`src/hw/rtl/text_mode_console_writer_macros.svh`:
```
// Assertion macros for the text mode console writer.
// Define ASSERT_OFF to compile every check away.
`ifndef TEXT_MODE_CONSOLE_WRITER_MACROS_SVH
`define TEXT_MODE_CONSOLE_WRITER_MACROS_SVH

`ifndef ASSERT_OFF

// Property must hold at every clock edge outside reset.
`define TMCW_ASSERT(lbl, clk, rst_n, prop, msg) \
	lbl: assert property (@(posedge clk) disable iff (!rst_n) prop) else $error(msg);

// Expression must never be true outside reset.
`define TMCW_ASSERT_NEVER(lbl, clk, rst_n, expr, msg) \
	lbl: assert property (@(posedge clk) disable iff (!rst_n) !(expr)) else $error(msg);

`else

`define TMCW_ASSERT(lbl, clk, rst_n, prop, msg)

`define TMCW_ASSERT_NEVER(lbl, clk, rst_n, expr, msg)

`endif

`endif

```
`src/hw/rtl/tmcw_pkg.sv`:
```
// Shared constants, codes, structs and the cell address function of the
// text mode console writer. No dependencies.
package tmcw_pkg;

	localparam int COLUMNS       = 80;
	localparam int ROWS          = 25;
	localparam int TAB_WIDTH_DEF = 8;
	localparam int CELL_COUNT    = COLUMNS * ROWS;

	localparam int COL_W   = $clog2(COLUMNS);
	localparam int ROW_W   = $clog2(ROWS);
	localparam int ADDR_W  = $clog2(CELL_COUNT);
	localparam int CELL_W  = 16;
	localparam int CHAR_W  = 8;
	localparam int ACT_W   = 2;
	localparam int COLOR_W = 4;

	localparam int CFG_IDX_W  = 1;
	localparam int CFG_DATA_W = COLOR_W;

	localparam int IN_FIELDS_W  = CHAR_W + ADDR_W;
	localparam int IN_TDATA_W   = ((IN_FIELDS_W + 7) / 8) * 8;
	localparam int OUT_FIELDS_W = ADDR_W + COL_W + ROW_W + CELL_W;
	localparam int OUT_TDATA_W  = ((OUT_FIELDS_W + 7) / 8) * 8;

	localparam logic [ACT_W-1:0] ACT_WRITE = 2'd0;
	localparam logic [ACT_W-1:0] ACT_CLEAR = 2'd1;
	localparam logic [ACT_W-1:0] ACT_READ  = 2'd2;

	localparam logic [CHAR_W-1:0] CH_BS  = 8'h08;
	localparam logic [CHAR_W-1:0] CH_TAB = 8'h09;
	localparam logic [CHAR_W-1:0] CH_LF  = 8'h0A;
	localparam logic [CHAR_W-1:0] CH_CR  = 8'h0D;

	localparam logic [CHAR_W-1:0]  BLANK_CHAR = 8'h20;
	localparam logic [COLOR_W-1:0] RESET_FG   = 4'hF;
	localparam logic [COLOR_W-1:0] RESET_BG   = 4'h0;
	localparam logic [CELL_W-1:0]  RESET_CELL = {RESET_BG, RESET_FG, BLANK_CHAR};

	localparam logic [CFG_IDX_W-1:0] CFG_FG = 1'd0;
	localparam logic [CFG_IDX_W-1:0] CFG_BG = 1'd1;

	typedef struct packed {
		logic [ROW_W-1:0] row;
		logic [COL_W-1:0] col;
	} cur_pos_t;

	typedef struct packed {
		logic              we;
		logic [ADDR_W-1:0] addr;
		logic [CELL_W-1:0] data;
	} cell_wr_t;

	typedef struct packed {
		logic              commit;
		logic              home;
		logic [CHAR_W-1:0] char_code;
	} cur_cmd_t;

	typedef struct packed {
		cur_pos_t pos;
		cur_pos_t nxt;
		cell_wr_t wr;
		logic     scroll;
	} cur_stat_t;

	function automatic logic [ADDR_W-1:0] cell_addr(input cur_pos_t p);
		return ADDR_W'(p.row) * ADDR_W'(COLUMNS) + ADDR_W'(p.col);
	endfunction

endpackage

```
`src/hw/rtl/tmcw_cursor.sv`:
```
// Cursor registers and the per-character step: control codes, cell write,
// column wrap and scroll request. Depends on tmcw_pkg.
module tmcw_cursor
	import tmcw_pkg::*;
#(
	parameter int TAB_WIDTH = TAB_WIDTH_DEF
) (
	input  logic              clk,
	input  logic              arst_n,
	input  cur_cmd_t          cmd,
	input  logic [CHAR_W-1:0] attr,
	output cur_stat_t         stat
);

	localparam int PH_W   = $clog2(TAB_WIDTH);
	localparam int CSUM_W = $clog2(COLUMNS + TAB_WIDTH);
	localparam int RSUM_W = $clog2(ROWS + 1);

	logic [COL_W-1:0]  col_q;
	logic [ROW_W-1:0]  row_q;
	// column modulo the tab width, tracked alongside the column
	logic [PH_W-1:0]   phase_q;

	logic [COL_W-1:0]  col_sel;
	logic [PH_W-1:0]   ph_n;
	logic [CSUM_W-1:0] col_w;
	logic [RSUM_W-1:0] row_w;
	cur_pos_t          pos;
	cur_pos_t          wr_pos;
	logic              scroll;
	logic              wr_we;
	logic [CELL_W-1:0] wr_data;

	assign pos.col = col_q;
	assign pos.row = row_q;

	always_comb begin
		col_sel = col_q;
		ph_n    = phase_q;
		col_w   = CSUM_W'(col_q);
		row_w   = RSUM_W'(row_q);
		wr_we   = 1'b0;
		wr_data = {attr, cmd.char_code};
		unique case (cmd.char_code)
			CH_BS: begin
				if (col_q != '0) begin
					col_sel = col_q - 1'b1;
					ph_n    = (phase_q == '0) ? PH_W'(TAB_WIDTH - 1) : phase_q - 1'b1;
				end
				col_w   = CSUM_W'(col_sel);
				wr_we   = 1'b1;
				wr_data = {attr, BLANK_CHAR};
			end
			CH_TAB: begin
				col_w = CSUM_W'(col_q) + CSUM_W'(TAB_WIDTH) - CSUM_W'(phase_q);
				ph_n  = '0;
			end
			CH_LF: begin
				col_w = '0;
				row_w = RSUM_W'(row_q) + 1'b1;
				ph_n  = '0;
			end
			CH_CR: begin
				col_w = '0;
				ph_n  = '0;
			end
			default: begin
				wr_we = 1'b1;
				col_w = CSUM_W'(col_q) + 1'b1;
				ph_n  = (phase_q == PH_W'(TAB_WIDTH - 1)) ? '0 : phase_q + 1'b1;
			end
		endcase
		if (col_w >= CSUM_W'(COLUMNS)) begin
			col_w = '0;
			row_w = row_w + 1'b1;
			ph_n  = '0;
		end
		scroll = (row_w >= RSUM_W'(ROWS));
		if (scroll) begin
			row_w = RSUM_W'(ROWS - 1);
		end
	end

	assign wr_pos.row   = row_q;
	assign wr_pos.col   = col_sel;
	assign stat.wr.we   = wr_we;
	assign stat.wr.data = wr_data;
	assign stat.wr.addr = cell_addr(wr_pos);
	assign stat.pos     = pos;
	assign stat.nxt.col = COL_W'(col_w);
	assign stat.nxt.row = ROW_W'(row_w);
	assign stat.scroll  = scroll;

	always_ff @(posedge clk or negedge arst_n) begin
		if (!arst_n) begin
			col_q   <= '0;
			row_q   <= '0;
			phase_q <= '0;
		end else if (cmd.home) begin
			col_q   <= '0;
			row_q   <= '0;
			phase_q <= '0;
		end else if (cmd.commit) begin
			col_q   <= stat.nxt.col;
			row_q   <= stat.nxt.row;
			phase_q <= ph_n;
		end
	end

endmodule

```
`config.mk`:
```
export PLATFORM = sky130hd
export DESIGN_NAME = tmcw_cursor
export DESIGN_NICKNAME = d
export VERILOG_FILES = /design/src/hw/rtl/text_mode_console_writer_macros.svh /design/src/hw/rtl/tmcw_pkg.sv /design/src/hw/rtl/tmcw_cursor.sv
export SDC_FILE = /design/constraint.sdc
export NUM_CORES = 1
export LEC_CHECK = 0
export ABC_AREA = 1
export BUFFER_PORTS_ARGS = -buffer_cell sky130_fd_sc_hd__buf_2
export CORE_ASPECT_RATIO = 0.6
export CORE_MARGIN = 3
export CORE_UTILIZATION = 53
export DETAILED_ROUTE_END_ITERATION = 10
export GPL_TIMING_DRIVEN = 0
export PLACE_DENSITY = 0.93
export REMOVE_ABC_BUFFERS = 1
export SLEW_MARGIN = 20
export SYNTH_ARGS = -nofsm -noshare
export SYNTH_HDL_FRONTEND = slang
export SYNTH_SLANG_ARGS = --single-unit
```
`constraint.sdc`:
```
create_clock -name clk -period 3.7 [get_ports clk]
set_input_delay 0.37 -clock clk [delete_from_list [all_inputs] [get_ports clk]]
set_output_delay 0.37 -clock clk [all_outputs]
set_load 0.01 [all_outputs]
```
==> reports/results.ini <==
[synth]
synthDistinctLibCells = 35
ys.flop_type = dfrtp_1
syn_area_mm2 = 0.00241
avgSynthCellArea_um2 = 6.85
synth_warnings = 0
synth-seq-area-share = 0.156
async_reset_ff_frac = 1.00
ys_seq_elements = 15
synthCells = 351
synth_edf_count = 0

[routing]
post_drt_wl_per_cell_um = 14.0
viasPerCell = 5.36
finalWirelength_um = 6320
dr.pass1.iters = 4
drtIter0Drc = 209
num_vias = 2419
drc = 0
ant_nets = 0

[grt]
use_met2 = 0.386
antenna_found_initial = 0
met3_usage = 0.0532
grt_util_met1 = 0.342
grt_overflow_total = 0
top_usage_layer = met2
grt_pass1_vias = 2262
grt_usage = 0.238
grt_max_degree = 16
grt_first_pass_wirelength_um = 10300

[power]
power.net_switching_mw = 0.173
p_total_mw = 0.485
seq_power_share = 0.371
comb_power_share = 0.349
clock_power_share = 0.280
p_sw_frac = 0.357
internal-power_mw = 0.312
vdd_drop_max_mv = 0.176
power.density_mw_per_mm2 = 181
leakage_nw = 1.62

[clock_tree]
clock_latency_ns = 0.25
clock_sinks = 15
cts-root-buf = clkbuf_8
cts_hold_buf = 0
cts_tree = yes
clockBufferDepth = 2
path_clk_slew_ns = 0.06
htree_levels = 1
cts_made_buffers = 3

[final_layout]
area_growth_pct = 11.6
final_layout_size_suffix_gt1_frac = 0.276
final_cell_mix = nand2_1, buf_2, inv_1
multi_input_area_mm2 = 0.00167
ff_latch_area_um2 = 375
nNetsFinal = 443
final_area_mm2 = 0.00269
n_fill_cell = 387
final_common_cell = nand2_1
antenna_cells = 0

[timing]
finalCritPeriodShare = 0.970
slew_violations = 0
rsz0062_at_grt = false
slew-limit-headroom = 0.652
setup_ws_ns = 0.112
hold_viol = 0
holdWs_ns = 0.0220
tightest_slew_ns = 0.519
post-route-min-period_ns = 3.59
finalSetupTns_ns = 0
fmax_mhz = 279
finalClockSkew_ns = 0.00300
finalSetupViolations = 0

[critical_path]
crit_fanout = 14
cpMaxStageDelayCell = fa_1
crit_start = phase_q[1]
cpPeakStageDelay_ns = 0.40
worstSetupPathType = flop to output pin
crit_required_ns = 3.33
cp.arrival_ns = 3.22
critPathCaptureType = output pin
path_cells = inv_1 -> ha_1 -> ha_1 -> fa_1 -> nand2_1 -> nand4_1 -> nand4_1 -> nand2_1 -> nor2_2 -> nand2_2 -> nand2_8 -> inv_1 -> o21ai_2 -> nor2_1 -> a21oi_1 -> buf_2
startpoint_type = flop
r2r_start = phase_q[1]

[floorplanning]
die_h_um = 58.2
row_count = 18
start_util = 0.568
die_w_um = 93.0
dieArea_mm2 = 0.00541
io_pins = 73
coreArea_mm2 = 0.00423

[place]
place.gp.congestion = 0.914
dpl-instance-area_mm2 = 0.00262
place_ws_ns = 0.359
port_buffers = 56
place_hpwl_um = 5040

[run]
cap_violations = 0

[outcome]
outcome = completed

[min_path]
hp-class = primary input to asynchronous set/reset pin

==> timing repair <==
| item | CTS | global route |
|---|---|---|
| endpoints found under the setup margin | 0 | 4 |
| endpoints found under the hold margin | 0 | 0 |
| buffers inserted | 0 | 2 |
| resized for setup | 0 | 2 |
==> power by group through the flow <==
stage               sequential [mW]  combinational (mW)  clock (mW)
global route                  0.181               0.190       0.141
floorplan                     0.181               0.111           0
detailed placement            0.182               0.165           0
global placement              0.182               0.159           0
finish                        0.180               0.169       0.136
CTS                           0.179               0.165       0.136
==> worst max-delay path: cells and delay by family (launching register included) <==
family                     cells  cell delay (ns)
DFF                            1             0.39
adders and majority gates      3             0.92
buffers and inverters          3             0.41
AOI/OAI and AO/OA              2             0.34
and+or+nand+nor                8             0.91
==> synthesized netlist by cell type, types with 2 or more instances <==
cell,n,area (µm²)
xor2_1,16,140
o22ai_1,6,37.5
nand3_2,2,20.0
nor2_4,5,56.3
inv_2,7,26.3
nand2_2,15,93.8
buf_6,3,33.8
nand4_1,6,37.5
nand3_1,29,145
nand3b_1,3,22.5
fa_1,3,60.1
inv_1,52,195
a21oi_1,7,35.0
o211ai_1,3,22.5
nor2_1,18,67.6
nand2_1,71,267
ha_1,28,350
nand2_4,3,33.8
o21ai_0,18,90.1
o21ai_2,3,26.3
clkbuf_1,8,30.0
dfrtp_1,15,375
xnor2_1,4,35.0
buf_4,10,75.1
nor2_2,6,37.5
==> state kept, by name (all words and copies together), names as in the netlist <==
register,count
col_q,7
phase_q,3
row_q,5
==> final timing paths <==
kind	slack [ns]	cells after the start	end
setup reg to reg	0.79	17	row_q[1]
max in group asynchronous	3.41	1	col_q[4]
hold / removal	0.02	1	row_q[0]
min in group clk	0.53	4	row_q[4]
setup / recovery	0.11	16	stat[0]
hold reg to reg	0.68	2	phase_q[1]
==> per-stage QoR <==
stage / std cells / utilization
3_3_place_gp: 445 / 0.618
4_1_cts: 449 / 0.629
5_1_grt: 451 / 0.634
3_5_place_dp: 445 / 0.618
6_report: 451 / 0.634
2_1_floorplan: 329 / -
==> cell type report <==
type,count,share of cell area
Multi-Input combinational cell,254,0.621
Inverter,60,0.0848
Clock buffer,4,0.0168
Sequential cell,15,0.140
Timing Repair Buffer,58,0.110
Tap cell,60,0.0279
==> metal layers <==
layer,vias to the layer above,wire length (µm)
met5,-,0
met4,0,13
met3,2,527
met2,108,2820
met1,1127,2960
li1,1182,-
==> kinds of logic (layout without fill, tap and decap cells) <==
group / after synthesis / after routing / share of synthesized area
and+or+nand+nor: 162 / 162 / 0.345
DFF: 15 / 15 / 0.156
buffers and inverters: 82 / 122 / 0.154
AOI/OAI and AO/OA: 41 / 41 / 0.101
adders and majority gates: 31 / 31 / 0.171
xor gates and xnor gates: 20 / 20 / 0.0728
(Power assumes the default switching activity.)
