[src/hw/rtl/text_mode_console_writer_macros.svh]
// Assertion macros for the text mode console writer.
// Define ASSERT_OFF to compile every check away.
`ifndef TEXT_MODE_CONSOLE_WRITER_MACROS_SVH
`define TEXT_MODE_CONSOLE_WRITER_MACROS_SVH

`ifndef ASSERT_OFF

// Property must hold at every clock edge outside reset.
`define TMCW_ASSERT(lbl, clk, rst_n, prop, msg) \
	lbl: assert property (@(posedge clk) disable iff (!rst_n) prop) else $error(msg);

// Expression must never be true outside reset.
`define TMCW_ASSERT_NEVER(lbl, clk, rst_n, expr, msg) \
	lbl: assert property (@(posedge clk) disable iff (!rst_n) !(expr)) else $error(msg);

`else

`define TMCW_ASSERT(lbl, clk, rst_n, prop, msg)

`define TMCW_ASSERT_NEVER(lbl, clk, rst_n, expr, msg)

`endif

`endif

[src/hw/rtl/tmcw_pkg.sv]
// Shared constants, codes, structs and the cell address function of the
// text mode console writer. No dependencies.
package tmcw_pkg;

	localparam int COLUMNS       = 80;
	localparam int ROWS          = 25;
	localparam int TAB_WIDTH_DEF = 8;
	localparam int CELL_COUNT    = COLUMNS * ROWS;

	localparam int COL_W   = $clog2(COLUMNS);
	localparam int ROW_W   = $clog2(ROWS);
	localparam int ADDR_W  = $clog2(CELL_COUNT);
	localparam int CELL_W  = 16;
	localparam int CHAR_W  = 8;
	localparam int ACT_W   = 2;
	localparam int COLOR_W = 4;

	localparam int CFG_IDX_W  = 1;
	localparam int CFG_DATA_W = COLOR_W;

	localparam int IN_FIELDS_W  = CHAR_W + ADDR_W;
	localparam int IN_TDATA_W   = ((IN_FIELDS_W + 7) / 8) * 8;
	localparam int OUT_FIELDS_W = ADDR_W + COL_W + ROW_W + CELL_W;
	localparam int OUT_TDATA_W  = ((OUT_FIELDS_W + 7) / 8) * 8;

	localparam logic [ACT_W-1:0] ACT_WRITE = 2'd0;
	localparam logic [ACT_W-1:0] ACT_CLEAR = 2'd1;
	localparam logic [ACT_W-1:0] ACT_READ  = 2'd2;

	localparam logic [CHAR_W-1:0] CH_BS  = 8'h08;
	localparam logic [CHAR_W-1:0] CH_TAB = 8'h09;
	localparam logic [CHAR_W-1:0] CH_LF  = 8'h0A;
	localparam logic [CHAR_W-1:0] CH_CR  = 8'h0D;

	localparam logic [CHAR_W-1:0]  BLANK_CHAR = 8'h20;
	localparam logic [COLOR_W-1:0] RESET_FG   = 4'hF;
	localparam logic [COLOR_W-1:0] RESET_BG   = 4'h0;
	localparam logic [CELL_W-1:0]  RESET_CELL = {RESET_BG, RESET_FG, BLANK_CHAR};

	localparam logic [CFG_IDX_W-1:0] CFG_FG = 1'd0;
	localparam logic [CFG_IDX_W-1:0] CFG_BG = 1'd1;

	typedef struct packed {
		logic [ROW_W-1:0] row;
		logic [COL_W-1:0] col;
	} cur_pos_t;

	typedef struct packed {
		logic              we;
		logic [ADDR_W-1:0] addr;
		logic [CELL_W-1:0] data;
	} cell_wr_t;

	typedef struct packed {
		logic              commit;
		logic              home;
		logic [CHAR_W-1:0] char_code;
	} cur_cmd_t;

	typedef struct packed {
		cur_pos_t pos;
		cur_pos_t nxt;
		cell_wr_t wr;
		logic     scroll;
	} cur_stat_t;

	function automatic logic [ADDR_W-1:0] cell_addr(input cur_pos_t p);
		return ADDR_W'(p.row) * ADDR_W'(COLUMNS) + ADDR_W'(p.col);
	endfunction

endpackage

[src/hw/rtl/tmcw_seq.sv]
// Item sequencer: input handshake, screen RAM port control, fill and scroll
// sweeps, read return and the output register. Depends on tmcw_pkg.
module tmcw_seq
	import tmcw_pkg::*;
(
	input  logic              clk,
	input  logic              arst_n,
	input  logic              in_valid,
	output logic              in_ready,
	input  logic [ACT_W-1:0]  action,
	input  logic [CHAR_W-1:0] char_code,
	input  logic [ADDR_W-1:0] cell_index,
	input  logic [CHAR_W-1:0] attr,
	input  cur_stat_t         cur,
	output cur_cmd_t          cmd,
	output cell_wr_t          ram_wr,
	output logic              ram_re,
	output logic [ADDR_W-1:0] ram_raddr,
	input  logic [CELL_W-1:0] ram_rdata,
	output logic              out_valid,
	input  logic              out_ready,
	output cur_pos_t          out_pos,
	output logic [ADDR_W-1:0] out_index,
	output logic [CELL_W-1:0] out_value
);

	localparam logic [1:0] ST_IDLE  = 2'd0;
	localparam logic [1:0] ST_SWEEP = 2'd1;
	localparam logic [1:0] ST_DRAIN = 2'd2;
	localparam logic [1:0] ST_READ  = 2'd3;

	localparam logic [1:0] MODE_INIT   = 2'd0;
	localparam logic [1:0] MODE_CLEAR  = 2'd1;
	localparam logic [1:0] MODE_SCROLL = 2'd2;

	logic [1:0]        state_q, state_d;
	logic [1:0]        mode_q;
	logic [ADDR_W-1:0] cnt_q;
	logic [CELL_W-1:0] fill_q;
	logic              hit_q;
	logic              wv_s1;
	logic [ADDR_W-1:0] waddr_s1;
	logic              copy_s1;
	logic              out_valid_q;
	cur_pos_t          out_pos_q;
	logic [CELL_W-1:0] out_value_q;

	logic              accept;
	logic              hit;
	logic              copy;
	logic              start;
	logic [1:0]        start_mode;
	logic              load;
	cur_pos_t          load_pos;
	logic [CELL_W-1:0] load_val;

	assign in_ready = (state_q == ST_IDLE) && (!out_valid_q || out_ready);
	assign accept   = in_valid && in_ready;
	assign hit      = (cell_index < ADDR_W'(CELL_COUNT));
	assign copy     = (mode_q == MODE_SCROLL) && (cnt_q < ADDR_W'(CELL_COUNT - COLUMNS));

	assign cmd.commit    = accept && (action == ACT_WRITE);
	assign cmd.home      = accept && (action == ACT_CLEAR);
	assign cmd.char_code = char_code;

	// scroll reads one row ahead of the write that lands in the next cycle
	always_comb begin
		ram_re    = 1'b0;
		ram_raddr = '0;
		if ((state_q == ST_SWEEP) && copy) begin
			ram_re    = 1'b1;
			ram_raddr = cnt_q + ADDR_W'(COLUMNS);
		end else if (accept && (action == ACT_READ) && hit) begin
			ram_re    = 1'b1;
			ram_raddr = cell_index;
		end
	end

	always_comb begin
		if (wv_s1) begin
			ram_wr.we   = 1'b1;
			ram_wr.addr = waddr_s1;
			ram_wr.data = copy_s1 ? ram_rdata : fill_q;
		end else begin
			ram_wr.we   = cmd.commit && cur.wr.we;
			ram_wr.addr = cur.wr.addr;
			ram_wr.data = cur.wr.data;
		end
	end

	always_comb begin
		state_d    = state_q;
		start      = 1'b0;
		start_mode = MODE_CLEAR;
		load       = 1'b0;
		load_pos   = cur.pos;
		load_val   = '0;
		unique case (state_q)
			ST_IDLE: begin
				if (accept) begin
					unique case (action)
						ACT_WRITE: begin
							if (cur.scroll) begin
								start      = 1'b1;
								start_mode = MODE_SCROLL;
							end else begin
								load     = 1'b1;
								load_pos = cur.nxt;
							end
						end
						ACT_CLEAR: begin
							start      = 1'b1;
							start_mode = MODE_CLEAR;
						end
						ACT_READ: begin
							state_d = ST_READ;
						end
						default: begin
							load = 1'b1;
						end
					endcase
				end
				if (start) begin
					state_d = ST_SWEEP;
				end
			end
			ST_SWEEP: begin
				if (cnt_q == ADDR_W'(CELL_COUNT - 1)) begin
					state_d = ST_DRAIN;
				end
			end
			ST_DRAIN: begin
				state_d = ST_IDLE;
				load    = (mode_q != MODE_INIT);
			end
			ST_READ: begin
				state_d  = ST_IDLE;
				load     = 1'b1;
				load_val = hit_q ? ram_rdata : '0;
			end
			default: begin
				state_d = ST_IDLE;
			end
		endcase
	end

	always_ff @(posedge clk or negedge arst_n) begin
		if (!arst_n) begin
			state_q     <= ST_SWEEP;
			mode_q      <= MODE_INIT;
			cnt_q       <= '0;
			fill_q      <= RESET_CELL;
			hit_q       <= 1'b0;
			wv_s1       <= 1'b0;
			waddr_s1    <= '0;
			copy_s1     <= 1'b0;
			out_valid_q <= 1'b0;
		end else begin
			state_q  <= state_d;
			wv_s1    <= (state_q == ST_SWEEP);
			waddr_s1 <= cnt_q;
			copy_s1  <= copy;
			if (start) begin
				mode_q <= start_mode;
				fill_q <= {attr, BLANK_CHAR};
				cnt_q  <= '0;
			end else if (state_q == ST_SWEEP) begin
				cnt_q <= cnt_q + 1'b1;
			end
			if (accept) begin
				hit_q <= hit;
			end
			if (load) begin
				out_valid_q <= 1'b1;
			end else if (out_ready) begin
				out_valid_q <= 1'b0;
			end
		end
	end

	always_ff @(posedge clk) begin
		if (load) begin
			out_pos_q   <= load_pos;
			out_value_q <= load_val;
		end
	end

	assign out_valid = out_valid_q;
	assign out_pos   = out_pos_q;
	assign out_index = cell_addr(out_pos_q);
	assign out_value = out_value_q;

endmodule

[config.mk]
export PLATFORM = sky130hd
export DESIGN_NAME = tmcw_seq
export DESIGN_NICKNAME = d
export VERILOG_FILES = /design/src/hw/rtl/text_mode_console_writer_macros.svh /design/src/hw/rtl/tmcw_pkg.sv /design/src/hw/rtl/tmcw_seq.sv
export SDC_FILE = /design/constraint.sdc
export NUM_CORES = 1
export LEC_CHECK = 0
export BUFFER_PORTS_ARGS = -buffer_cell sky130_fd_sc_hd__buf_2
export CAP_MARGIN = 20
export CORE_ASPECT_RATIO = 1.25
export CORE_MARGIN = 5
export CORE_UTILIZATION = 43
export CTS_CLUSTER_SIZE = 24
export DETAILED_ROUTE_END_ITERATION = 8
export PLACE_DENSITY = 0.77
export SETUP_SLACK_MARGIN = 0.2
export SLEW_MARGIN = 10
export SYNTH_ARGS = -nofsm -noshare
export SYNTH_HDL_FRONTEND = slang
export SYNTH_SLANG_ARGS = --single-unit
[constraint.sdc]
create_clock -name clk -period 6 [get_ports clk]
set_input_delay 0.3 -clock clk [delete_from_list [all_inputs] [get_ports clk]]
set_output_delay 0.3 -clock clk [all_outputs]
set_load 0.05 [all_outputs]
==> metrics.md <==
| Metric | Value |
|---|---|
| Power Total | 2.75 mW |
| Hold buffers post-CTS | 0 |
| Final period util | 50.5% |
| Final Setup Violations | 0 |
| Drt initial violations | 62 |
| Die area | 0.0106 mm^2 |
| Routed len/inst | about 16 um |
| Post-synth EDFFs | 28 |
| CTS tree | built |
| Antenna violations before repair | 0 |
| RSZ-0062 raised after global routing | false |
| Clock buffer depth | 2 |
| FMAX | roughly 0.33 GHz |
| H-tree levels | 3 |
| Total negative setup slack | 0 ps |
| Worst vdd ir | 176 uV |
| 1st-pass router iterations | 4 |
| Ys Warns | 0 |
| DR vias/cell | 5.16 |
| Clock Latency Late Sink | 340 ps |
| CP max FO | 4 |
| Synth-to-layout area growth | 28.5% |
| Final #Nets | 616 |
| Synth cell types | 48 |
| GRT Total Usage | 18.0% |
| Via count | 3104 |
| Clock sinks | 66 |
| Status | completed |
| Setup Buffers After CTS | 0 |
| Starting Density | 43.5% |
| Max Slew Vio Count | 0 |
| Vias in the first global route | approximately 3000 |
| CP Capture Type | output pin |
| Layout Utilization | 55.9% |
| Share of cells above drive strength 1 | a little under half |
| Slew Limit Headroom | 29.7% |
| Worst path slowest cell | edfxtp_1 |
| Largest net degree at the start of global routing | 39 |
| Synth Net Count | between 400 and 500 |
| Final antenna-violating net count | 0 |
| Crit path largest cell delay | 450 ps |
| FF-to-FF path depth | 4 |
| RD Place Congestion | 0.806 |
| Crit path DAT | 2730 ps |
| Fin crit period | 3030 ps |
| Worst EP required | around 5700 ps |
| Buffers on Ports | 176 |
| CTS buffer count | 9 |
| Clock Skew | 11.3 ps |
| Power Density | 576 mW/mm^2 |
| Hold Fails Final Rpt | 0 |
| # IOs | 193 |
| Buf+Inv Stages, Crit Path | 1 |
| Num rows | 38 |
| Core area | 0.00856 mm^2 |
| Top Family by Delay on Critical Path | adder cells |
| Root Buffer | clkbuf_8 |
| Levels on crit path | 8 |
| First-pass GRT wire length | 14700 um |
| Max cap viols | 0 |
| Ys async rst share | 57.6% |
| Mean Syn Cell Area | 11.1 um^2 |
| Final wirelength | 9730 um |
| Hold Path Class | input pin to asynchronous set/reset pin |
| Worst-margin pin slew | 1050 ps |
| Sequential area share after synthesis | 48.3% |
| Post-synthesis sequential element count | 66 |
| Worst setup SP type | flip-flop |
| DIE WIDTH | 93.2 um |
| Synthesized instance count | between 300 and 400 |
| Global route overflow | 0 |
| Post-Syn Area | 0.00372 mm^2 |
| Diodes inserted | 0 |
| Top cells by area, synth | edfxtp_1 (23%), dfrtp_1 (22%), mux2_2 (9.4%) |
| Most frequently used flop master after synthesis | dfrtp_1 |
| DP Wirelength | between 7000 and 8000 um |
| Post-layout instance area | 0.00478 mm^2 |
| Share of Yosys cell area claimed by the top area cell type | 22.6% |
| Cts repair resizes | 0 |
| Clk pin slew, worst setup/hold paths | 70 ps |
| Area leader, netlist | edfxtp_1 |
| Drt drc | 0 |
| Height of the die | 114 um |
| Worst path cell trace | ha_1 > ha_1 > fa_1 > xor2_1 > o2111ai_1 > xnor2_1 > xnor2_1 > buf_2 |
| Post-DP Area | 0.00459 mm^2 |
| Crit Path Class | flip-flop to output pin |
| Leak | 2.34 nW |
## layout by cell type (no fill, tap or decap), drive strengths merged, types with 3 or more instances in the layout
master,instances
edfxtp,28
nand4,3
a22o,10
ha,15
nor2,15
o21ai,18
nand2,21
mux2i,8
buf,178
a21o,4
mux2,31
dfrtp,33
nand3,6
and3,6
a21oi,17
xnor2,10
and2,25
nand2b,3
dfstp,5
clkbuf,13
xor2,5
inv,18
nor2b,3
## power by group
group          switching, mW  internal, mW  total [mW]
Combinational           1.20         0.428        1.63
Clock                  0.152         0.202       0.354
Sequential             0.117         0.657       0.773
Total                   1.47          1.29        2.75
## stage by stage
stage | hold slack (ps) | cells | worst slack [ps]
4_1_cts | 75.0 | 602 | 2950
5_1_grt | 132 | 602 | 2810
3_3_place_gp | 432 | 586 | 3410
2_1_floorplan | 4.41 | 335 | 1520
6_report | 53.2 | 602 | 2970
3_5_place_dp | 455 | 586 | 3320
## sequential cells by signal, summed over array words and instances, names as in the netlist
signal	cells
hit_q	1
wv_s1	1
cnt_q	11
out_value	16
state_q	2
out_pos	12
fill_q	8
copy_s1	1
waddr_s1	11
out_valid	1
mode_q	2
## logic make-up after synthesis
kind of cell | Yosys count | share of synthesized area (%)
xor gates and xnor gates | 15 | 3.53
AOI/OAI and AO/OA | 65 | 11.8
muxes | 39 | 11.5
and+or+nand+nor | 88 | 12.7
DFF | 66 | 48.3
adders and majority gates | 17 | 6.12
buffers and inverters | 45 | 5.99
## per-layer routing
| metal | vias up | global-route usage [%] | part of all wire, % |
|---|---|---|---|
| li1 | 1503 | - | - |
| met1 | 1460 | 20.1 | 40 |
| met2 | 130 | 32.5 | 51 |
| met3 | 11 | 4.29 | 6.9 |
| met4 | 0 | 7.53 | 1.5 |
| met5 | - | 0 | 0 |
## cell usage after synthesis (2+ instances only)
library cell,number
buf_2,4
a31oi_1,2
inv_1,17
a21oi_1,17
buf_4,13
a22o_1,9
nor2_1,15
clkbuf_1,8
ha_1,15
nand2_1,21
fa_1,2
nand2b_1,3
buf_1,2
dfrtp_1,33
xor2_1,5
o2bb2ai_1,2
and2_1,25
nor3_1,2
mux2i_1,8
o21ai_0,18
xnor2_1,10
nand3_1,5
nor2b_1,3
nand4_1,3
mux2_2,31
edfxtp_1,28
a21o_1,4
o2111ai_1,2
dfstp_2,5
and3_1,5
## area by class of cell
cell class	instances	area [um^2]
inverters	18	67.6
fillers	768	3780
well taps	100	125
multi-input cells	224	1710
clock inverters	3	38.8
clock buffers	13	149
flip-flops and latches	66	1800
repair buffers	178	896
## worst register-to-register path, stage by stage (launching register included)
cell and delay (ps):
dfrtp_1 430, nor2_1 250, nand3_1 200, nor3b_2 870, mux2_2 440
## final timing paths
path                                   startpoint                endpoint  slack [ps]
max                          out_pos[8]$_DFFE_PP_           out_index[10]        2970
min                                        arst_n   out_valid$_DFFE_PN0P_          50
max reg2reg                state_q[1]$_DFFE_PN0P_    out_pos[4]$_DFFE_PP_        3570
min reg2reg                  cnt_q[1]$_DFFE_PN0P_   waddr_s1[1]$_DFF_PN0_         480
max in group asynchronous                  arst_n         wv_s1$_DFF_PN0_        5410
min in group clk                          attr[6]  fill_q[14]$_DFFE_PN0P_         200
No activity file was read; power rests on OpenSTA's default activity.
